==> src/rtl/core/qlt_pkg.sv <==
`timescale 1ns / 1ps
// ----------------------------------------------------------------------------
// qlt_pkg
// Shared types, constants and keyword tables of the query text tokenizer.
// ----------------------------------------------------------------------------
package qlt_pkg;

	// text buffer sizing
	localparam int MAX_TEXT = 32;
	localparam int LEN_W    = $clog2(MAX_TEXT + 1);
	localparam int ADDR_W   = $clog2(MAX_TEXT);

	// result field widths
	localparam int KIND_W = 5;
	localparam int NUM_W  = 31;
	localparam logic [NUM_W-1:0] NUM_MAX = '1;

	// token kinds
	localparam logic [KIND_W-1:0] KIND_DOT     = 5'd14;
	localparam logic [KIND_W-1:0] KIND_REGEX   = 5'd23;
	localparam logic [KIND_W-1:0] KIND_NUMBER  = 5'd24;
	localparam logic [KIND_W-1:0] KIND_ID      = 5'd25;
	localparam logic [KIND_W-1:0] KIND_INVALID = 5'd26;
	localparam logic [KIND_W-1:0] KIND_ERROR   = 5'd27;

	// special characters
	localparam logic [7:0] CH_SPACE = 8'h20;
	localparam logic [7:0] CH_TAB   = 8'h09;
	localparam logic [7:0] CH_CR    = 8'h0D;
	localparam logic [7:0] CH_LF    = 8'h0A;
	localparam logic [7:0] CH_SLASH = 8'h2F;
	localparam logic [7:0] CH_BSL   = 8'h5C;

	// single-character tokens, kind is KIND_DOT plus the index
	localparam int PUNCT_N = 9;
	localparam logic [7:0] PUNCT_CHARS [PUNCT_N] = '{
		8'h2E, 8'h2C, 8'h3B, 8'h28, 8'h29, 8'h3C, 8'h3E, 8'h7B, 8'h7D
	};

	// keywords, left justified and padded to eight characters; kind is the index
	localparam int KW_N = 14;
	localparam logic [63:0] KW_STR [KW_N] = '{
		"create  ", "view    ", "as      ", "output  ", "select  ", "from    ",
		"extract ", "regex   ", "on      ", "return  ", "group   ", "and     ",
		"Token   ", "pattern "
	};
	localparam int KW_LEN [KW_N] = '{6, 4, 2, 6, 6, 4, 7, 5, 2, 6, 5, 3, 5, 7};

	typedef enum logic [1:0] {
		MODE_IDLE,
		MODE_WORD,
		MODE_NUM,
		MODE_REGEX
	} scan_mode_t;

	typedef enum logic [1:0] {
		ST_ACCEPT,
		ST_RUN,
		ST_POST
	} ctl_state_t;

	// keyword candidate update for one appended word character
	typedef struct packed {
		logic             en;
		logic             first;
		logic [7:0]       ch;
		logic [LEN_W-1:0] pos;
	} kw_upd_t;

	function automatic logic is_letter(input logic [7:0] b);
		return (b >= 8'h61 && b <= 8'h7A) || (b >= 8'h41 && b <= 8'h5A);
	endfunction

	function automatic logic is_digit(input logic [7:0] b);
		return b >= 8'h30 && b <= 8'h39;
	endfunction

endpackage

==> src/rtl/core/qlt_if.sv <==
`timescale 1ns / 1ps
// ----------------------------------------------------------------------------
// qlt_text_if / qlt_token_if
// Valid/ready channels carrying query text bytes and result tokens.
// ----------------------------------------------------------------------------
interface qlt_text_if;
	logic       valid;
	logic       ready;
	logic [7:0] text_byte;
	logic       is_end;

	modport source (output valid, output text_byte, output is_end, input ready);
	modport sink (input valid, input text_byte, input is_end, output ready);
endinterface

interface qlt_token_if
	import qlt_pkg::*;
();
	logic              valid;
	logic              ready;
	logic [KIND_W-1:0] token_kind;
	logic [NUM_W-1:0]  number_value;
	logic [7:0]        text_char;
	logic              text_last;
	logic              run_last;

	modport source (output valid, output token_kind, output number_value,
		output text_char, output text_last, output run_last, input ready);
	modport sink (input valid, input token_kind, input number_value,
		input text_char, input text_last, input run_last, output ready);
endinterface

==> src/rtl/core/query_language_tokenizer.sv <==
`timescale 1ns / 1ps
// ----------------------------------------------------------------------------
// query_language_tokenizer
// Byte-serial query text tokenizer with keyword, number, identifier and regex
// tokens; word and regex text is held in a small synchronous RAM.
// ----------------------------------------------------------------------------
// A single-result token is in the output register in the cycle after the
// byte is accepted. Identifier and regex runs are read from the text RAM one
// character at a time, each waiting for the registered read before handoff.
// Throughput: one byte per cycle when no result is pending; new text is held
// off while a run's characters or a trailing punctuation token are sent.
// Reset: arst_n clears mode, length, number and control state; the text RAM
// is not cleared and only entries below the current length are ever read.
// ----------------------------------------------------------------------------
module query_language_tokenizer
	import qlt_pkg::*;
(
	input  logic        clk,
	input  logic        arst_n,
	qlt_text_if.sink    text,
	qlt_token_if.source token
);

	// scan state
	scan_mode_t       mode_q, mode_d;
	logic [LEN_W-1:0] len_q, len_d;
	logic             ovf_q, ovf_d;
	logic             bs_q, bs_d;
	logic [NUM_W-1:0] acc_q, acc_d;

	// sequencer state
	ctl_state_t        state_q, state_d;
	logic [LEN_W-1:0]  run_len_q;
	logic [KIND_W-1:0] run_kind_q;
	logic [LEN_W-1:0]  rd_idx_q;
	logic              rd_ok_q;
	logic              post_v_q;
	logic [KIND_W-1:0] post_kind_q;

	// output register
	logic              out_valid_q;
	logic [KIND_W-1:0] kind_q;
	logic [NUM_W-1:0]  num_q;
	logic [7:0]        char_q;
	logic              tlast_q;
	logic              rlast_q;

	// decode results
	logic              pre_single, pre_run, pre_tlast, post_v;
	logic [KIND_W-1:0] pre_kind, post_kind;
	logic [NUM_W-1:0]  pre_num;
	logic              do_flush, do_idle, do_append;
	logic              wr_en;
	logic [ADDR_W-1:0] wr_addr;
	kw_upd_t           kwu;
	logic              kw_hit;
	logic [KIND_W-1:0] kw_kind;
	logic [7:0]        b;
	logic              b_space, b_alnum, punct_hit;
	logic [KIND_W-1:0] punct_kind;
	logic [34:0]       acc_mul;

	// handshake and push
	logic              out_free, in_ready, acc_fire, run_is_last;
	logic              push;
	logic [KIND_W-1:0] push_kind;
	logic [NUM_W-1:0]  push_num;
	logic [7:0]        push_char;
	logic              push_tlast, push_rlast;
	logic [7:0]        rd_data;

	assign b        = text.text_byte;
	assign b_space  = (b == CH_SPACE) || (b == CH_TAB) || (b == CH_CR) || (b == CH_LF);
	assign b_alnum  = is_letter(b) || is_digit(b);
	assign acc_mul  = 35'({acc_q, 3'b000}) + 35'({acc_q, 1'b0}) + 35'(b[3:0]);

	// punctuation lookup
	always_comb begin
		punct_hit  = 1'b0;
		punct_kind = KIND_INVALID;
		for (int k = 0; k < PUNCT_N; k++) begin
			if (b == PUNCT_CHARS[k]) begin
				punct_hit  = 1'b1;
				punct_kind = KIND_DOT + KIND_W'(k);
			end
		end
	end

	// per-byte decode: state update and results of one transaction
	always_comb begin
		mode_d     = mode_q;
		len_d      = len_q;
		ovf_d      = ovf_q;
		bs_d       = bs_q;
		acc_d      = acc_q;
		pre_single = 1'b0;
		pre_run    = 1'b0;
		pre_tlast  = 1'b0;
		pre_kind   = KIND_ERROR;
		pre_num    = '0;
		post_v     = 1'b0;
		post_kind  = KIND_INVALID;
		do_flush   = 1'b0;
		do_idle    = 1'b0;
		do_append  = 1'b0;
		wr_en      = 1'b0;
		wr_addr    = len_q[ADDR_W-1:0];
		kwu        = '0;
		kwu.ch     = b;
		kwu.pos    = len_q;

		if (text.is_end) begin
			unique case (mode_q)
				MODE_WORD: do_flush = 1'b1;
				MODE_NUM: begin
					pre_single = 1'b1;
					pre_kind   = KIND_NUMBER;
					pre_num    = acc_q;
					acc_d      = '0;
				end
				MODE_REGEX: begin
					pre_single = 1'b1;
					pre_kind   = KIND_ERROR;
					len_d      = '0;
					ovf_d      = 1'b0;
					bs_d       = 1'b0;
				end
				MODE_IDLE: ;
			endcase
			mode_d = MODE_IDLE;
		end else begin
			unique case (mode_q)
				MODE_WORD: begin
					if (b_alnum) begin
						do_append = 1'b1;
					end else begin
						do_flush = 1'b1;
						do_idle  = 1'b1;
					end
				end
				MODE_NUM: begin
					if (is_digit(b)) begin
						acc_d = (acc_mul > 35'(NUM_MAX)) ? NUM_MAX : acc_mul[NUM_W-1:0];
					end else begin
						pre_single = 1'b1;
						pre_kind   = KIND_NUMBER;
						pre_num    = acc_q;
						acc_d      = '0;
						do_idle    = 1'b1;
					end
				end
				MODE_REGEX: begin
					if (b == CH_SLASH && !bs_q) begin
						priority if (ovf_q) begin
							pre_single = 1'b1;
							pre_kind   = KIND_ERROR;
						end else if (len_q == '0) begin
							pre_single = 1'b1;
							pre_kind   = KIND_REGEX;
							pre_tlast  = 1'b1;
						end else begin
							pre_run  = 1'b1;
							pre_kind = KIND_REGEX;
						end
						len_d  = '0;
						ovf_d  = 1'b0;
						bs_d   = 1'b0;
						mode_d = MODE_IDLE;
					end else begin
						do_append = 1'b1;
						bs_d      = (b == CH_BSL);
					end
				end
				MODE_IDLE: do_idle = 1'b1;
			endcase
		end

		// append to the text buffer, or mark overflow
		if (do_append) begin
			if (len_q < LEN_W'(MAX_TEXT)) begin
				wr_en   = 1'b1;
				len_d   = len_q + LEN_W'(1);
				kwu.en  = (mode_q == MODE_WORD);
			end else begin
				ovf_d = 1'b1;
			end
		end

		// word ends: keyword, identifier run or error
		if (do_flush) begin
			priority if (!ovf_q && kw_hit) begin
				pre_single = 1'b1;
				pre_kind   = kw_kind;
			end else if (ovf_q) begin
				pre_single = 1'b1;
				pre_kind   = KIND_ERROR;
			end else if (len_q == '0) begin
				pre_single = 1'b1;
				pre_kind   = KIND_ID;
				pre_tlast  = 1'b1;
			end else begin
				pre_run  = 1'b1;
				pre_kind = KIND_ID;
			end
			len_d  = '0;
			ovf_d  = 1'b0;
			bs_d   = 1'b0;
			mode_d = MODE_IDLE;
		end

		// byte seen outside any token
		if (do_idle) begin
			mode_d = MODE_IDLE;
			priority if (b_space) begin
			end else if (b == CH_SLASH) begin
				len_d  = '0;
				ovf_d  = 1'b0;
				bs_d   = 1'b0;
				mode_d = MODE_REGEX;
			end else if (is_letter(b)) begin
				wr_en     = 1'b1;
				wr_addr   = '0;
				len_d     = LEN_W'(1);
				ovf_d     = 1'b0;
				bs_d      = 1'b0;
				kwu.en    = 1'b1;
				kwu.first = 1'b1;
				kwu.pos   = '0;
				mode_d    = MODE_WORD;
			end else if (is_digit(b)) begin
				acc_d  = NUM_W'(b[3:0]);
				mode_d = MODE_NUM;
			end else if (punct_hit) begin
				post_v    = 1'b1;
				post_kind = punct_kind;
			end else begin
				post_v    = 1'b1;
				post_kind = KIND_INVALID;
			end
		end
	end

	assign out_free    = !out_valid_q || token.ready;
	assign in_ready    = (state_q == ST_ACCEPT) && out_free;
	assign acc_fire    = text.valid && in_ready;
	assign text.ready  = in_ready;
	assign run_is_last = (rd_idx_q == (run_len_q - LEN_W'(1)));

	qlt_text_ram u_ram (
		.clk   (clk),
		.we    (wr_en && acc_fire),
		.waddr (wr_addr),
		.wdata (b),
		.raddr (rd_idx_q[ADDR_W-1:0]),
		.rdata (rd_data)
	);

	kw_upd_t kwu_gated;
	always_comb begin
		kwu_gated    = kwu;
		kwu_gated.en = kwu.en && acc_fire;
	end

	qlt_kw_match u_kw (
		.clk      (clk),
		.arst_n   (arst_n),
		.upd      (kwu_gated),
		.text_len (len_q),
		.hit      (kw_hit),
		.hit_kind (kw_kind)
	);

	// sequencer next state
	always_comb begin
		state_d = state_q;
		unique case (state_q)
			ST_ACCEPT: begin
				if (acc_fire) begin
					priority if (pre_run) begin
						state_d = ST_RUN;
					end else if (pre_single && post_v) begin
						state_d = ST_POST;
					end else begin
						state_d = ST_ACCEPT;
					end
				end
			end
			ST_RUN: begin
				if (push && run_is_last) begin
					state_d = post_v_q ? ST_POST : ST_ACCEPT;
				end
			end
			ST_POST: begin
				if (out_free) begin
					state_d = ST_ACCEPT;
				end
			end
			default: state_d = ST_ACCEPT;
		endcase
	end

	// sequencer outputs: result pushed into the output register
	always_comb begin
		push       = 1'b0;
		push_kind  = pre_kind;
		push_num   = '0;
		push_char  = '0;
		push_tlast = 1'b0;
		push_rlast = 1'b0;
		unique case (state_q)
			ST_ACCEPT: begin
				priority if (acc_fire && pre_single) begin
					push       = 1'b1;
					push_kind  = pre_kind;
					push_num   = pre_num;
					push_tlast = pre_tlast;
					push_rlast = !post_v;
				end else if (acc_fire && !pre_run && post_v) begin
					push       = 1'b1;
					push_kind  = post_kind;
					push_rlast = 1'b1;
				end else begin
				end
			end
			ST_RUN: begin
				push       = rd_ok_q && out_free;
				push_kind  = run_kind_q;
				push_char  = rd_data;
				push_tlast = run_is_last;
				push_rlast = run_is_last && !post_v_q;
			end
			ST_POST: begin
				push       = out_free;
				push_kind  = post_kind_q;
				push_rlast = 1'b1;
			end
			default: ;
		endcase
	end

	// scan state registers
	always_ff @(posedge clk or negedge arst_n) begin
		if (!arst_n) begin
			mode_q <= MODE_IDLE;
			len_q  <= '0;
			ovf_q  <= 1'b0;
			bs_q   <= 1'b0;
			acc_q  <= '0;
		end else if (acc_fire) begin
			mode_q <= mode_d;
			len_q  <= len_d;
			ovf_q  <= ovf_d;
			bs_q   <= bs_d;
			acc_q  <= acc_d;
		end
	end

	// sequencer registers
	always_ff @(posedge clk or negedge arst_n) begin
		if (!arst_n) begin
			state_q     <= ST_ACCEPT;
			run_len_q   <= '0;
			run_kind_q  <= KIND_ID;
			rd_idx_q    <= '0;
			rd_ok_q     <= 1'b0;
			post_v_q    <= 1'b0;
			post_kind_q <= KIND_INVALID;
		end else begin
			state_q <= state_d;
			if (acc_fire) begin
				run_len_q   <= len_q;
				run_kind_q  <= pre_kind;
				rd_idx_q    <= '0;
				rd_ok_q     <= 1'b0;
				post_v_q    <= post_v;
				post_kind_q <= post_kind;
			end else if (state_q == ST_RUN) begin
				if (push) begin
					rd_idx_q <= rd_idx_q + LEN_W'(1);
					rd_ok_q  <= 1'b0;
				end else begin
					rd_ok_q <= 1'b1;
				end
			end
		end
	end

	// output register valid
	always_ff @(posedge clk or negedge arst_n) begin
		if (!arst_n) begin
			out_valid_q <= 1'b0;
		end else if (push) begin
			out_valid_q <= 1'b1;
		end else if (token.ready) begin
			out_valid_q <= 1'b0;
		end
	end

	// output register payload
	always_ff @(posedge clk) begin
		if (push) begin
			kind_q  <= push_kind;
			num_q   <= push_num;
			char_q  <= push_char;
			tlast_q <= push_tlast;
			rlast_q <= push_rlast;
		end
	end

	assign token.valid        = out_valid_q;
	assign token.token_kind   = kind_q;
	assign token.number_value = num_q;
	assign token.text_char    = char_q;
	assign token.text_last    = tlast_q;
	assign token.run_last     = rlast_q;

`ifndef SYNTHESIS
	// text run flag only on identifier or regex tokens
	a_tlast_kind: assert property (@(posedge clk) disable iff (!arst_n)
		out_valid_q && tlast_q |-> (kind_q == KIND_REGEX || kind_q == KIND_ID))
		else $error("text_last on a non-text token");

	// nonzero value only on number tokens
	a_num_kind: assert property (@(posedge clk) disable iff (!arst_n)
		out_valid_q && (num_q != '0) |-> (kind_q == KIND_NUMBER))
		else $error("number value on a non-number token");

	// run read index stays inside the buffered text
	a_run_idx: assert property (@(posedge clk) disable iff (!arst_n)
		(state_q == ST_RUN) |-> (rd_idx_q < run_len_q))
		else $error("run index past text length");

	// a run never starts on an empty buffer
	a_run_len: assert property (@(posedge clk) disable iff (!arst_n)
		acc_fire && pre_run |=> (run_len_q != '0) && (run_len_q <= LEN_W'(MAX_TEXT)))
		else $error("run length out of range");
`endif

endmodule

==> src/rtl/core/qlt_text_ram.sv <==
`timescale 1ns / 1ps
// ----------------------------------------------------------------------------
// qlt_text_ram
// Word and regex text buffer: one write port, one registered read port.
// ----------------------------------------------------------------------------
module qlt_text_ram
	import qlt_pkg::*;
(
	input  logic              clk,
	input  logic              we,
	input  logic [ADDR_W-1:0] waddr,
	input  logic [7:0]        wdata,
	input  logic [ADDR_W-1:0] raddr,
	output logic [7:0]        rdata
);

	logic [7:0] mem [MAX_TEXT];

	// write port
	always_ff @(posedge clk) begin
		if (we) begin
			mem[waddr] <= wdata;
		end
	end

	// read port, registered
	always_ff @(posedge clk) begin
		rdata <= mem[raddr];
	end

endmodule

==> src/rtl/core/qlt_kw_match.sv <==
`timescale 1ns / 1ps
// ----------------------------------------------------------------------------
// qlt_kw_match
// Tracks which keywords the buffered word still matches, one character at a
// time, and reports the keyword whose length equals the word length.
// ----------------------------------------------------------------------------
module qlt_kw_match
	import qlt_pkg::*;
(
	input  logic              clk,
	input  logic              arst_n,
	input  kw_upd_t           upd,
	input  logic [LEN_W-1:0]  text_len,
	output logic              hit,
	output logic [KIND_W-1:0] hit_kind
);

	logic [KW_N-1:0] cand_q;
	logic [KW_N-1:0] cand_d;
	logic [KW_N-1:0] base;

	// narrow candidate set by the new character
	always_comb begin
		base = upd.first ? '1 : cand_q;
		for (int k = 0; k < KW_N; k++) begin
			cand_d[k] = base[k] && (upd.pos < LEN_W'(KW_LEN[k])) &&
				(KW_STR[k][{~upd.pos[2:0], 3'b000} +: 8] == upd.ch);
		end
	end

	always_ff @(posedge clk or negedge arst_n) begin
		if (!arst_n) begin
			cand_q <= '0;
		end else if (upd.en) begin
			cand_q <= cand_d;
		end
	end

	// surviving candidate with the exact length
	always_comb begin
		hit      = 1'b0;
		hit_kind = '0;
		for (int k = 0; k < KW_N; k++) begin
			if (!hit && cand_q[k] && (text_len == LEN_W'(KW_LEN[k]))) begin
				hit      = 1'b1;
				hit_kind = KIND_W'(k);
			end
		end
	end

endmodule

==> src/flat_wrapper.sv <==
// flat-port wrapper written by rule: the top's interface ports become plain ports
module query_language_tokenizer_flat import qlt_pkg::*;
  (clk, arst_n, text_valid, text_text_byte, text_is_end, text_ready, token_valid, token_token_kind, token_number_value, token_text_char, token_text_last, token_run_last, token_ready);
  qlt_text_if text_i ();
  qlt_token_if token_i ();
  input  logic clk;
  input  logic arst_n;
  input wire logic [$bits(text_i.valid)-1:0] text_valid;
  input wire logic [$bits(text_i.text_byte)-1:0] text_text_byte;
  input wire logic [$bits(text_i.is_end)-1:0] text_is_end;
  output wire logic [$bits(text_i.ready)-1:0] text_ready;
  output wire logic [$bits(token_i.valid)-1:0] token_valid;
  output wire logic [$bits(token_i.token_kind)-1:0] token_token_kind;
  output wire logic [$bits(token_i.number_value)-1:0] token_number_value;
  output wire logic [$bits(token_i.text_char)-1:0] token_text_char;
  output wire logic [$bits(token_i.text_last)-1:0] token_text_last;
  output wire logic [$bits(token_i.run_last)-1:0] token_run_last;
  input wire logic [$bits(token_i.ready)-1:0] token_ready;
  assign text_i.valid = text_valid;
  assign text_i.text_byte = text_text_byte;
  assign text_i.is_end = text_is_end;
  assign text_ready = text_i.ready;
  assign token_valid = token_i.valid;
  assign token_token_kind = token_i.token_kind;
  assign token_number_value = token_i.number_value;
  assign token_text_char = token_i.text_char;
  assign token_text_last = token_i.text_last;
  assign token_run_last = token_i.run_last;
  assign token_i.ready = token_ready;
  query_language_tokenizer u_core (.clk(clk), .arst_n(arst_n), .text(text_i), .token(token_i));
endmodule
==> config.mk <==
export PLATFORM = sky130hd
export DESIGN_NAME = query_language_tokenizer_flat
export DESIGN_NICKNAME = d
export VERILOG_FILES = /design/src/rtl/core/qlt_pkg.sv /design/src/rtl/core/qlt_if.sv /design/src/rtl/core/query_language_tokenizer.sv /design/src/rtl/core/qlt_text_ram.sv /design/src/rtl/core/qlt_kw_match.sv /design/src/flat_wrapper.sv
export SDC_FILE = /design/constraint.sdc
export NUM_CORES = 1
export LEC_CHECK = 0
export CAP_MARGIN = 10
export CORE_UTILIZATION = 35
export DETAILED_ROUTE_END_ITERATION = 8
export DONT_BUFFER_PORTS = 1
export SKIP_LAST_GASP = 1
export SLEW_MARGIN = 20
export SYNTH_ARGS = -nofsm -noshare
export SYNTH_HDL_FRONTEND = slang
export SYNTH_SLANG_ARGS = --single-unit
==> constraint.sdc <==
create_clock -name clk -period 6.9 [get_ports clk]
set_input_delay 1.38 -clock clk [delete_from_list [all_inputs] [get_ports clk]]
set_output_delay 1.38 -clock clk [all_outputs]
set_load 0.03 [all_outputs]
==> summary.md <==
| Metric | Value |
|---|---|
| Core Box Area | 56390 um^2 |
| Mapped cell area | 20010 um^2 |
| DRT iter0 DRCs | 1418 |
| Placed insts | 2247 |
| Mapped Avg Cell Area | 12.77 um^2 |
| Post-synth EDFFs | 302 |
| Warnings from Yosys | 0 |
| Setup TNS | 0 ns |
| Cts bufs inserted | 41 |
| Die Span Y | 241.1 um |
| Post-cts sizing count | 0 |
| Crit-path max FO | 44 |
| Number of global-route vias before repair | 13100 |
| Drt drc | 0 |
| Depth of the CTS H-tree | 2 |
| CTS tree | yes |
| Final Critical Period | 4.535 ns |
| First-pass GRT wire length | 77850 um |
| DR vias | 13180 |
| Synth cell count leaders | edfxtp_1, nand2_1, nor2_1 |
| Fraction of layout cells with a size suffix above 1 | 0.1391 |
| Fin crit share | 0.6573 |
| Largest net degree at the start of global routing | 83 |
| Most common cell in the synthesized netlist | edfxtp_1 |
| Ys flop type | edfxtp_1 |
| Clk_skew | 0.01548 ns |
| WL per Instance | 21.23 um |
| Diode count | 0 |
| Post-Synthesis Cells | 1567 |
| Initial antenna violation count | 3 |
| Final net count | 1623 |
| Initial Util | 0.3548 |
| Die area | 58120 um^2 |
| Final Instance Count excl. Fillers | 2323 |
| Post-route ant nets | 0 |
| Critical path type | in2reg |
| Sequential area share after synthesis | 0.5642 |
| CP Capture Type | register |
| Clk sinks | 392 |
| # port buffers | 0 |
| Finished Core Util | 0.3932 |
| Startpoint Class | input pin |
| Rows | 87 |
| WL final | 49310 um |
| Synth-to-layout area growth | 10.83% |
| Area leader, netlist | edfxtp_1 |
| Die width | 241.1 um |
| Io pins | 61 |
| Fin. max-slew vios | 0 |
| VDD IR-drop max | 0.1738 mV |
| Post-synthesis net count | 1656 |
| Run status | finished, final reports clean |
| Setup violations, final | 0 |
| Post-synth top area share | 0.4533 |
| GPL Wtd Cong | 0.8844 |
| Final hold vios | 0 |
| Global-route usage over all layers | 0.1739 |
| Fmax achieved | 0.2205 GHz |
| Worst Max-Slew Pin Slew | 1.235 ns |
| Static Leak | 7.888 nW |
| Maxcap violations | 0 |
| Hold Path Class | reg2reg |
| Clk buf depth | 3 |
| Power Density | 297.5 nW/um^2 |
| Async SR Flop Fraction | 0.2092 |
| Detailed placement HPWL | 32400 um |
| Synthesized flop and latch total | 392 |
| Worst-Skew Late Latency | 0.57 ns |
| Worst slew margin | 0.1690 |
| Hold buffers post-CTS | 0 |
| Critical path arrival | 5.00 ns |
| GRT Residual Overflow | 0 |
| Final instance area | 22170 um^2 |
| Top cells by area, synth | edfxtp_1, dfrtp_1, mux4_2, ha_1, nand2_1 |
| Worst-path clk slew | 0.06 ns |
| CP required | 7.36 ns |
| DP Area | 20770 um^2 |
| DRT Pass-1 Iters | 6 |
| Post-CTS Setup Inserts | 0 |
| Clk Tree Root Cell | clkbuf_16 |
| Synth cell types | 87 |
| RSZ-0062 raised after global routing | false |
| Total chip power | 6.596 mW |
| Routed vias/inst | 5.673 |
layer usage:
layer	part of all wire	track usage
met1	0.45	0.2460
met2	0.46	0.2744
met3	0.064	0.02871
met4	0.021	0.04967
met5	0	0
cell families after synthesis:
logic type	count (synthesis)	share of synthesized area
DFF	392	0.5642
muxes	102	0.1018
buffers and inverters	130	0.02602
and+or+nand+nor	452	0.1104
adders and majority gates	76	0.04828
xor gates and xnor gates	60	0.02627
AOI/OAI and AO/OA	355	0.1230
layout make-up:
type / count / area (um^2)
fill: 5284 / 34210
sequential: 392 / 11290
multi-input combinational: 1045 / 8239
clock buffer: 46 / 1076
tap: 756 / 945.9
clock inverter: 30 / 329.1
timing repair buffer: 23 / 172.7
inverter: 31 / 116.4
final timing paths:
| check | startpoint | to | slack (ns) | depth (start not counted) |
|---|---|---|---|---|
| max | text_text_byte[5] | u_core.u_kw.cand_q[6] | 2.36 | 15 |
| min | u_core.run_kind_q[3] | u_core.run_kind_q[3] | 0.46 | 2 |
| max reg2reg | u_core.len_q[0] | u_core.token.token_kind[1] | 2.72 | 11 |
| min reg2reg | u_core.run_kind_q[3] | u_core.run_kind_q[3] | 0.46 | 2 |
| max in group asynchronous | arst_n | u_core.run_kind_q[0] | 6.18 | 0 |
| min in group asynchronous | arst_n | u_core.rd_idx_q[4] | 0.50 | 0 |
worst max-delay path, stage by stage:
cell and delay (ns):
nor3b_2 0.19, and3_1 0.23, a21oi_1 0.44, nand3_1 0.14
buf_4 0.22, nand2_1 0.19, ha_1 0.63, xor2_1 0.28
a211oi_1 0.28, a31oi_1 0.07, a31oi_1 0.15, o21ai_0 0.10
a221oi_1 0.22, o211ai_1 0.13, a211oi_1 0.31
power breakdown:
part,switching [mW],internal (mW),leakage [nW],total (mW)
Combinational,0.681,0.440,3.30,1.12
Sequential,0.385,2.79,3.90,3.18
Clock,0.940,1.36,0.689,2.30
Total,2.01,4.59,7.89,6.60
per-stage QoR:
step	setup slack (ns)	hold slack, ns
after floorplan	1.697	0.4353
after global placement	2.023	0.4505
after detailed placement	1.914	0.4572
after CTS	2.480	0.4675
after global routing	2.155	0.4698
final	2.365	0.4646
state kept, by name, indices dropped and copies added, names as in the netlist, 2 cells and up:
name / count
u_core.u_ram.mem: 256
u_core.acc_q: 31
u_core.token.number_value: 31
u_core.u_kw.cand_q: 14
u_core.token.text_char: 8
u_core.u_ram.rdata: 8
u_core.len_q: 6
u_core.rd_idx_q: 6
u_core.run_len_q: 6
u_core.post_kind_q: 5
u_core.run_kind_q: 5
u_core.token.token_kind: 5
u_core.mode_q: 2
u_core.state_q: 2
cells in the final DEF (no fill, tap or decap), types with 13 or more instances in the layout:
master     netlist  layout
nand2b_1        15      15
nor3_1          33      30
a21oi_1         63      63
edfxtp_1       302     302
a221o_1         19      19
buf_4            0      23
and2_1          46      46
nand2_1        129     129
a21o_1          15      15
clkbuf_16        0      42
nand3_1         32      32
xor2_1          27      27
o211ai_1        15      15
a31oi_1         18      18
clkinv_1         1      13
ha_1            74      74
xnor2_1         33      33
o21ai_0         85      84
and3_1          15      15
dfrtp_1         76      74
nor2_1         114     113
mux4_2          80      80
inv_1           30      30
nor4_1          14      14
(Power assumes the default switching activity.)
